## src/rtl/scp_pkg.sv

```systemverilog
// Shared constants, types and controller codes of the sector cache clock replacement engine.
package scp_pkg;

   localparam int NUM_SLOTS  = 64;
   localparam int LANES      = 8;
   localparam int LANE_W     = $clog2(LANES);
   localparam int ROWS       = (NUM_SLOTS + LANES - 1) / LANES;
   localparam int ROW_W      = (ROWS > 1) ? $clog2(ROWS) : 1;
   localparam int SLOT_W     = ROW_W + LANE_W;
   localparam int SLOT_DEPTH = 1 << SLOT_W;
   localparam int TAG_W      = 32;
   localparam int CHANCE_W   = 4;
   localparam int IDX_OUT_W  = 6;

   localparam logic [SLOT_W-1:0] LAST_SLOT = SLOT_W'(NUM_SLOTS - 1);
   localparam logic [ROW_W-1:0]  LAST_ROW  = ROW_W'(ROWS - 1);
   localparam logic [CHANCE_W-1:0] CHANCE_RESET = CHANCE_W'(1);

   typedef enum logic [2:0] {
      ST_IDLE,
      ST_LOOK,
      ST_SWEEP_RD,
      ST_SWEEP,
      ST_VICT,
      ST_OUT
   } state_type;

   typedef struct packed {
      logic load_req;
      logic look;
      logic sweep_start;
      logic sweep;
      logic install;
      logic out_load;
   } cmd_type;

   typedef struct packed {
      logic match;
      logic last_row;
      logic stop;
      logic out_free;
   } status_type;

endpackage

```

## src/rtl/scp_ctrl.sv

```systemverilog
// Controller state machine: sequences tag scan, clock sweep, install and result hand-off.
module scp_ctrl (
   input  logic                clock,
   input  logic                reset,
   input  logic                req_valid,
   output logic                req_stall,
   input  scp_pkg::status_type status,
   output scp_pkg::cmd_type    cmd
);

   scp_pkg::state_type state_ff, state_in;

   always_ff @(posedge clock) begin
      if (reset) begin
         state_ff <= scp_pkg::ST_IDLE;
      end else begin
         state_ff <= state_in;
      end
   end

   always_comb begin
      state_in = state_ff;
      case (state_ff)
         scp_pkg::ST_IDLE: begin
            if (req_valid) state_in = scp_pkg::ST_LOOK;
         end
         scp_pkg::ST_LOOK: begin
            if (status.match) state_in = scp_pkg::ST_OUT;
            else if (status.last_row) state_in = scp_pkg::ST_SWEEP_RD;
         end
         scp_pkg::ST_SWEEP_RD: state_in = scp_pkg::ST_SWEEP;
         scp_pkg::ST_SWEEP: begin
            if (status.stop) state_in = scp_pkg::ST_VICT;
         end
         scp_pkg::ST_VICT: state_in = scp_pkg::ST_OUT;
         scp_pkg::ST_OUT: begin
            if (status.out_free) state_in = scp_pkg::ST_IDLE;
         end
         default: state_in = scp_pkg::ST_IDLE;
      endcase
   end

   always_comb begin
      cmd       = '0;
      req_stall = 1'b1;
      case (state_ff)
         scp_pkg::ST_IDLE: begin
            req_stall    = 1'b0;
            cmd.load_req = req_valid;
         end
         scp_pkg::ST_LOOK:     cmd.look        = 1'b1;
         scp_pkg::ST_SWEEP_RD: cmd.sweep_start = 1'b1;
         scp_pkg::ST_SWEEP:    cmd.sweep       = 1'b1;
         scp_pkg::ST_VICT:     cmd.install     = 1'b1;
         scp_pkg::ST_OUT:      cmd.out_load    = status.out_free;
         default: begin
            cmd       = '0;
            req_stall = 1'b1;
         end
      endcase
   end

endmodule

```

## src/rtl/scp_dpath.sv

```systemverilog
// Datapath: banked tag store, valid bits, chance and dirty stores, clock hand and result registers.
module scp_dpath (
   input  logic                                 clock,
   input  logic                                 reset,
   input  scp_pkg::cmd_type                     cmd,
   output scp_pkg::status_type                  status,
   input  logic                                 req_type,
   input  logic [scp_pkg::TAG_W-1:0]            req_sector_number,
   input  logic                                 csr_valid,
   input  logic [scp_pkg::CHANCE_W-1:0]         csr_data,
   output logic                                 rsp_valid,
   input  logic                                 rsp_stall,
   output logic                                 rsp_hit,
   output logic [scp_pkg::IDX_OUT_W-1:0]        rsp_slot_index,
   output logic                                 rsp_write_back,
   output logic [scp_pkg::TAG_W-1:0]            rsp_victim_sector,
   output logic                                 rsp_fill
);

   logic [scp_pkg::TAG_W-1:0]    tag_mem [scp_pkg::LANES][scp_pkg::ROWS];
   logic [scp_pkg::CHANCE_W-1:0] chance_mem [scp_pkg::SLOT_DEPTH];
   logic                         dirty_mem [scp_pkg::SLOT_DEPTH];

   logic [scp_pkg::SLOT_DEPTH-1:0] valid_ff, valid_in;
   logic [scp_pkg::TAG_W-1:0]      tag_q_ff [scp_pkg::LANES];
   logic [scp_pkg::CHANCE_W-1:0]   chance_q_ff;
   logic                           dirty_q_ff;

   logic [scp_pkg::CHANCE_W-1:0] refill_ff;
   logic [scp_pkg::TAG_W-1:0]    sector_ff;
   logic                         write_ff;
   logic [scp_pkg::ROW_W-1:0]    cmp_row_ff, cmp_row_in;
   logic [scp_pkg::SLOT_W-1:0]   hand_ff, hand_in;

   logic                         hold_hit_ff;
   logic [scp_pkg::SLOT_W-1:0]   hold_idx_ff;
   logic                         hold_wb_ff;
   logic [scp_pkg::TAG_W-1:0]    hold_vs_ff;
   logic                         hold_fill_ff;
   logic                         rsp_valid_ff, rsp_valid_in;

   logic [scp_pkg::ROW_W-1:0]    next_row;
   logic [scp_pkg::ROW_W-1:0]    tag_rd_row;
   logic [scp_pkg::SLOT_W-1:0]   hand_next;
   logic [scp_pkg::ROW_W-1:0]    hand_row;
   logic [scp_pkg::LANE_W-1:0]   hand_lane;
   logic                         match;
   logic [scp_pkg::LANE_W-1:0]   match_lane;
   logic [scp_pkg::SLOT_W-1:0]   match_idx;
   logic                         stop;
   logic                         wb;
   logic                         hit_upd;
   logic                         dec_upd;
   logic                         ch_we;
   logic [scp_pkg::SLOT_W-1:0]   ch_wa;
   logic [scp_pkg::CHANCE_W-1:0] ch_wd;
   logic                         dt_we;
   logic [scp_pkg::SLOT_W-1:0]   dt_wa;
   logic                         dt_wd;

   assign hand_row  = hand_ff[scp_pkg::SLOT_W-1:scp_pkg::LANE_W];
   assign hand_lane = hand_ff[scp_pkg::LANE_W-1:0];
   assign hand_next = (hand_ff == scp_pkg::LAST_SLOT) ? '0 : hand_ff + 1'b1;
   assign next_row  = (cmp_row_ff == scp_pkg::LAST_ROW) ? '0 : cmp_row_ff + 1'b1;

   // Compare one row of all lanes; the lowest lane wins.
   always_comb begin
      match      = 1'b0;
      match_lane = '0;
      for (int l = scp_pkg::LANES - 1; l >= 0; l--) begin
         if (valid_ff[{cmp_row_ff, scp_pkg::LANE_W'(l)}] && tag_q_ff[l] == sector_ff) begin
            match      = 1'b1;
            match_lane = scp_pkg::LANE_W'(l);
         end
      end
   end
   assign match_idx = {cmp_row_ff, match_lane};

   assign stop    = !valid_ff[hand_ff] || chance_q_ff == '0;
   assign wb      = valid_ff[hand_ff] && dirty_q_ff;
   assign hit_upd = cmd.look && match;
   assign dec_upd = cmd.sweep && !stop;

   assign status.match    = match;
   assign status.last_row = cmp_row_ff == scp_pkg::LAST_ROW;
   assign status.stop     = stop;
   assign status.out_free = !rsp_valid_ff || !rsp_stall;

   always_comb begin
      if (cmd.load_req) tag_rd_row = '0;
      else if (cmd.look) tag_rd_row = next_row;
      else tag_rd_row = hand_row;
   end

   always_comb begin
      cmp_row_in = cmp_row_ff;
      if (cmd.load_req) cmp_row_in = '0;
      else if (cmd.look) cmp_row_in = next_row;
   end

   always_comb begin
      hand_in = hand_ff;
      if (cmd.sweep_start || dec_upd) hand_in = hand_next;
   end

   always_comb begin
      valid_in = valid_ff;
      if (cmd.install) valid_in[hand_ff] = 1'b1;
   end

   always_comb begin
      ch_we = hit_upd || dec_upd || cmd.install;
      ch_wa = hit_upd ? match_idx : hand_ff;
      ch_wd = dec_upd ? chance_q_ff - 1'b1 : refill_ff;
      dt_we = (hit_upd && write_ff) || cmd.install;
      dt_wa = hit_upd ? match_idx : hand_ff;
      dt_wd = write_ff;
   end

   always_comb begin
      rsp_valid_in = rsp_valid_ff;
      if (!rsp_stall) rsp_valid_in = 1'b0;
      if (cmd.out_load) rsp_valid_in = 1'b1;
   end

   always_ff @(posedge clock) begin
      if (reset) begin
         valid_ff     <= '0;
         hand_ff      <= '0;
         refill_ff    <= scp_pkg::CHANCE_RESET;
         rsp_valid_ff <= 1'b0;
         cmp_row_ff   <= '0;
      end else begin
         valid_ff     <= valid_in;
         hand_ff      <= hand_in;
         rsp_valid_ff <= rsp_valid_in;
         cmp_row_ff   <= cmp_row_in;
         if (csr_valid) refill_ff <= csr_data;
      end
   end

   // Stores: registered reads, one write port each.
   always_ff @(posedge clock) begin
      for (int l = 0; l < scp_pkg::LANES; l++) begin
         tag_q_ff[l] <= tag_mem[l][tag_rd_row];
      end
      if (cmd.install) tag_mem[hand_lane][hand_row] <= sector_ff;
      chance_q_ff <= chance_mem[hand_next];
      if (ch_we) chance_mem[ch_wa] <= ch_wd;
      dirty_q_ff <= dirty_mem[hand_ff];
      if (dt_we) dirty_mem[dt_wa] <= dt_wd;
   end

   always_ff @(posedge clock) begin
      if (cmd.load_req) begin
         sector_ff <= req_sector_number;
         write_ff  <= req_type;
      end
      if (hit_upd) begin
         hold_hit_ff  <= 1'b1;
         hold_idx_ff  <= match_idx;
         hold_wb_ff   <= 1'b0;
         hold_vs_ff   <= '0;
         hold_fill_ff <= 1'b0;
      end else if (cmd.install) begin
         hold_hit_ff  <= 1'b0;
         hold_idx_ff  <= hand_ff;
         hold_wb_ff   <= wb;
         hold_vs_ff   <= wb ? tag_q_ff[hand_lane] : '0;
         hold_fill_ff <= 1'b1;
      end
      if (cmd.out_load) begin
         rsp_hit           <= hold_hit_ff;
         rsp_slot_index    <= scp_pkg::IDX_OUT_W'(hold_idx_ff);
         rsp_write_back    <= hold_wb_ff;
         rsp_victim_sector <= hold_vs_ff;
         rsp_fill          <= hold_fill_ff;
      end
   end

   assign rsp_valid = rsp_valid_ff;

endmodule

```

## src/rtl/sector_cache_clock_replacement.sv

```systemverilog
// Hit in tag row r (eight slots a row): the scan compares rows 0 to r, then loads the result.
// Miss: full tag scan of eight rows for 64 slots, then sweep start, a clock sweep over
// the slots the hand visits, victim read, install and output; one item in flight at a time.
// Tag scan rate is set by eight tag banks read one row a cycle; the sweep by one chance read.
// The next word is taken while a result word still waits in the output register.
// Synchronous reset: all slots empty, hand at slot zero, chance refill 1; no clearing pass.
module sector_cache_clock_replacement (
   input  logic                          clock,
   input  logic                          reset,
   input  logic                          req_valid,
   output logic                          req_stall,
   input  logic                          req_type,
   input  logic [scp_pkg::TAG_W-1:0]     req_sector_number,
   output logic                          rsp_valid,
   input  logic                          rsp_stall,
   output logic                          rsp_hit,
   output logic [scp_pkg::IDX_OUT_W-1:0] rsp_slot_index,
   output logic                          rsp_write_back,
   output logic [scp_pkg::TAG_W-1:0]     rsp_victim_sector,
   output logic                          rsp_fill,
   input  logic                          csr_valid,
   output logic                          csr_ready,
   input  logic [scp_pkg::CHANCE_W-1:0]  csr_data
);

   scp_pkg::cmd_type    cmd;
   scp_pkg::status_type status;

   assign csr_ready = 1'b1;

   scp_ctrl u_ctrl (
      .clock     (clock),
      .reset     (reset),
      .req_valid (req_valid),
      .req_stall (req_stall),
      .status    (status),
      .cmd       (cmd)
   );

   scp_dpath u_dpath (
      .clock             (clock),
      .reset             (reset),
      .cmd               (cmd),
      .status            (status),
      .req_type          (req_type),
      .req_sector_number (req_sector_number),
      .csr_valid         (csr_valid),
      .csr_data          (csr_data),
      .rsp_valid         (rsp_valid),
      .rsp_stall         (rsp_stall),
      .rsp_hit           (rsp_hit),
      .rsp_slot_index    (rsp_slot_index),
      .rsp_write_back    (rsp_write_back),
      .rsp_victim_sector (rsp_victim_sector),
      .rsp_fill          (rsp_fill)
   );

endmodule
```

## config.mk

```make
export PLATFORM = sky130hd
export DESIGN_NAME = sector_cache_clock_replacement
export DESIGN_NICKNAME = d
export VERILOG_FILES = /design/src/rtl/scp_pkg.sv /design/src/rtl/scp_ctrl.sv /design/src/rtl/scp_dpath.sv /design/src/rtl/sector_cache_clock_replacement.sv
export SDC_FILE = /design/constraint.sdc
export NUM_CORES = 2
export LEC_CHECK = 0
export ABC_CLOCK_PERIOD_IN_PS = 5780
export BUFFER_PORTS_ARGS = -buffer_cell sky130_fd_sc_hd__buf_2
export CAP_MARGIN = 20
export CORE_UTILIZATION = 63
export CTS_BUF_LIST = sky130_fd_sc_hd__clkbuf_4 sky130_fd_sc_hd__clkbuf_8 sky130_fd_sc_hd__clkbuf_16
export CTS_CLUSTER_SIZE = 16
export DETAILED_ROUTE_END_ITERATION = 6
export GPL_TIMING_DRIVEN = 0
export MAX_ROUTING_LAYER = met4
export PLACE_DENSITY = 0.76
export SLEW_MARGIN = 10
export SYNTH_ARGS = -nofsm -noshare
export SYNTH_HDL_FRONTEND = slang
export SYNTH_SLANG_ARGS = --single-unit
```

## constraint.sdc

```tcl
create_clock -name clock -period 5.78 [get_ports clock]
set_input_delay 0.289 -clock clock [delete_from_list [all_inputs] [get_ports clock]]
set_output_delay 0.289 -clock clock [all_outputs]
set_load 0.05 [all_outputs]
```

==> qor.yml <==
status: "finished, violations left"
violations: "DRC, setup timing"
fin_crit_sh: 1.01
stdcell_area_mm2: 0.130
drive_above_1_share: 0.138
maxCapViolations: 0
fillers: 10170
nNetsFinal: 8467
fin_crit_ps: 5850
min_to: "u_dpath.sector_ff[6]"
crit_path_max_fanout: 17
synth_edf_count: 2448
synth.ff_latch_count: 2828
p_sw_frac: 0.236
pre_cts_ws_ps: -332
io_buffers: 83
drt_iter0_drc: 12831
syn_nets: 7812
power_density_mw_per_mm2: 348
place_hpwl_um: 266000
fp.dieH_um: 422
timing.rr.end: "u_dpath.chance_mem[42][3]"
num_rows: 153
rr_startpoint: "u_dpath.sector_ff[15]"
crit_type: "flop to flop"
synth_ff_type: "edfxtp_1"
cp-start-kind: "flop"
rrSetupSlack_ps: -70
critPathCaptureType: "flop"
max_freq_mhz: 171
syn2layout_area_growth_pct: 16.9
leakagePower_nw: 41.8
clock_latency_ps: 970
via_count: 76664
cts_tree: "done"
dieArea_mm2: 0.178
initial_core_util: 0.637
tightest_slew_ps: 1250
grt_pass1_vias: 73019
clock_skew_ps: 68.8
fin_ws_ps: -74.6
core_mm2: 0.174
fp.dieW_um: 422
p_int_mw: 34.5
grt_start_max_net_pins: 43
fin_hold_ws_ps: 39.7
grt_usage: 0.440
yosys_warnings: 0
final_cell_mix: "2448 x edfxtp_1, 1062 x nand2_1, 533 x nand3_1"
r2r_cells: 13
seq_power_share: 0.509
root_buffer: "clkbuf_16"
dpl_cell_area_mm2: 0.120
numCtsBuffers: 295
route.detailed.drc: 1
ant_nets: 0
clkPwrFrac: 0.417
netlist_area_mm2: 0.111
comb_power_share: 0.074
synth.avg_cell_area_um2: 14.3
total_power_mw: 45.2
drt-wirelength-per-cell_um: 35.0
synth.yosys.seq_area_share: 0.730
finalHoldViolCount: 0
crit_required_ps: 6350
antenna_found_initial: 43
dr.pass1.iters: 7
grt-ovfl-total: 0
cts_sinks: 2828
grt_pass1_wl_um: 533000
io_pins: 86
synth_cell_types: 65
hold_class: "primary input to flop"
p_switching_mw: 10.6
finalMaxSlewViolations: 0
hold-path-cell-count: 2
vdd_drop_max_v: 0.000560
ys_async_sr_fraction: 0
cts_buffer_depth: 4
final_common_cell: "edfxtp_1"
hp-start: "req_sector_number[6]"
globalplace.congestion: 1.10
crit_arrival_ps: 6430
syn_inst: 7765
vias_per_cell: 6.98
clkSlewWorstSetupHoldPaths_ps: 70
rsz0062_at_grt: "yes"
finalSetupViolations: 15
htree_levels: 5
wl_um: 384000
relSlewSlack: 0.165
final_core_util: 0.745
## kinds of logic (layout without fill, tap and decap cells)
| family | count (synthesis) | after routing | share of synthesized area |
|---|---|---|---|
| adders and majority gates | 5 | 5 | 0.000563 |
| muxes | 240 | 240 | 0.0403 |
| other | 1 | 22 | 0.0000338 |
| and+or+nand+nor | 2541 | 2541 | 0.109 |
| AOI/OAI and AO/OA | 1264 | 1264 | 0.0765 |
| DFF | 2828 | 2828 | 0.730 |
| xor gates and xnor gates | 260 | 260 | 0.0205 |
| buffers and inverters | 626 | 1491 | 0.0225 |
## how the worst max path moves through the flow
stage | startpoint | endpoint | cells past startpoint
after floorplan | u_dpath.hand_ff[1] | u_dpath.chance_mem[0][2] | 10
after global placement | u_dpath.hand_ff[1] | u_dpath.chance_mem[2][0] | 10
after detailed placement | u_dpath.sector_ff[1] | u_dpath.chance_mem[53][1] | 13
after global routing | u_dpath.sector_ff[15] | u_dpath.chance_mem[52][3] | 13
final | u_dpath.sector_ff[15] | u_dpath.chance_mem[42][3] | 13
after CTS | u_dpath.sector_ff[27] | u_dpath.chance_mem[35][1] | 13
## metal layers
metal,track usage,part of all wire,vias up
li1,-,-,31142
met1,0.571,0.35,37976
met2,0.649,0.45,6342
met3,0.111,0.13,1204
met4,0.226,0.064,0
met5,-,0,-
## final cells by class
type / instances / area, µm² / share of cell area
clock inverters: 110 / 985 / 0.00758
plain buffers: 616 / 2490 / 0.0192
diodes: 21 / 52.6 / 0.000405
multi-input cells: 4311 / 28100 / 0.217
inverters: 10 / 37.5 / 0.000289
well taps: 2325 / 2910 / 0.0224
repair buffers: 358 / 5620 / 0.0433
flip-flops and latches: 2828 / 81100 / 0.625
clock buffers: 397 / 8510 / 0.0655
## state kept, by name, summed over array words and instances, names as in the netlist, 3 cells and up, named ones only
register                   cells
u_dpath.valid_ff              64
u_dpath.sector_ff             32
u_dpath.refill_ff              4
u_dpath.tag_mem             2048
u_dpath.chance_mem           256
u_dpath.cmp_row_ff             3
u_dpath.hold_idx_ff            6
u_dpath.hold_vs_ff            32
u_dpath.dirty_mem             64
u_dpath.hand_ff                6
u_ctrl.state_ff                3
u_dpath.tag_q_ff             256
u_dpath.chance_q_ff            4
u_dpath.rsp_victim_sector     32
u_dpath.rsp_slot_index         6
## through the flow
step / setup TNS [ps] / instances
detailed placement: -23610 / 10394
floorplan: 0 / 7765
CTS: 0 / 10947
global route: -152 / 10971
finish: -356 / 10976
global placement: -1547900 / 10173
## worst max-delay path: stages, from the launching register on
cell      delay (ps)
edfxtp_1         770
buf_16           240
buf_8            220
buf_2            530
xnor2_1          190
nand4_1          120
nor4_2           850
and3_1           340
or4_1            320
a21oi_1          150
or3_1            340
clkbuf_1         210
clkbuf_1         400
a211oi_1         710
## repair_timing
action / in CTS / in global routing
hold buffers: 43 / 0
setup endpoints to repair: 248 / 159
hold endpoints to repair: 48 / 0
gates resized for setup: 3 / 20
buffers inserted: 3 / 6
## Yosys cell counts (85+ instances only)
| master | count | area [µm²] |
|---|---|---|
| clkbuf_1 | 507 | 1900 |
| or3_1 | 518 | 3240 |
| mux4_2 | 163 | 3670 |
| nand2_1 | 1062 | 3990 |
| xor2_1 | 97 | 850 |
| dfxtp_1 | 380 | 7610 |
| edfxtp_1 | 2448 | 73500 |
| o211ai_1 | 516 | 3870 |
| nor2_1 | 214 | 803 |
| xnor2_1 | 163 | 1430 |
| nor4_1 | 85 | 532 |
| a21oi_1 | 285 | 1430 |
| a31oi_1 | 260 | 1630 |
| nand3_1 | 533 | 2670 |
## power groups by stage
stage / Clock (mW) / Sequential [mW] / Combinational (mW)
2_1_floorplan: 0 / 23.2 / 1.39
3_3_place_gp: 0 / 23.8 / 2.33
3_5_place_dp: 0 / 23.4 / 3.12
4_1_cts: 18.7 / 22.9 / 3.19
5_1_grt: 19.5 / 23.0 / 3.41
6_report: 18.8 / 23.0 / 3.35
Note: power is estimated with default switching activity, not from simulation.
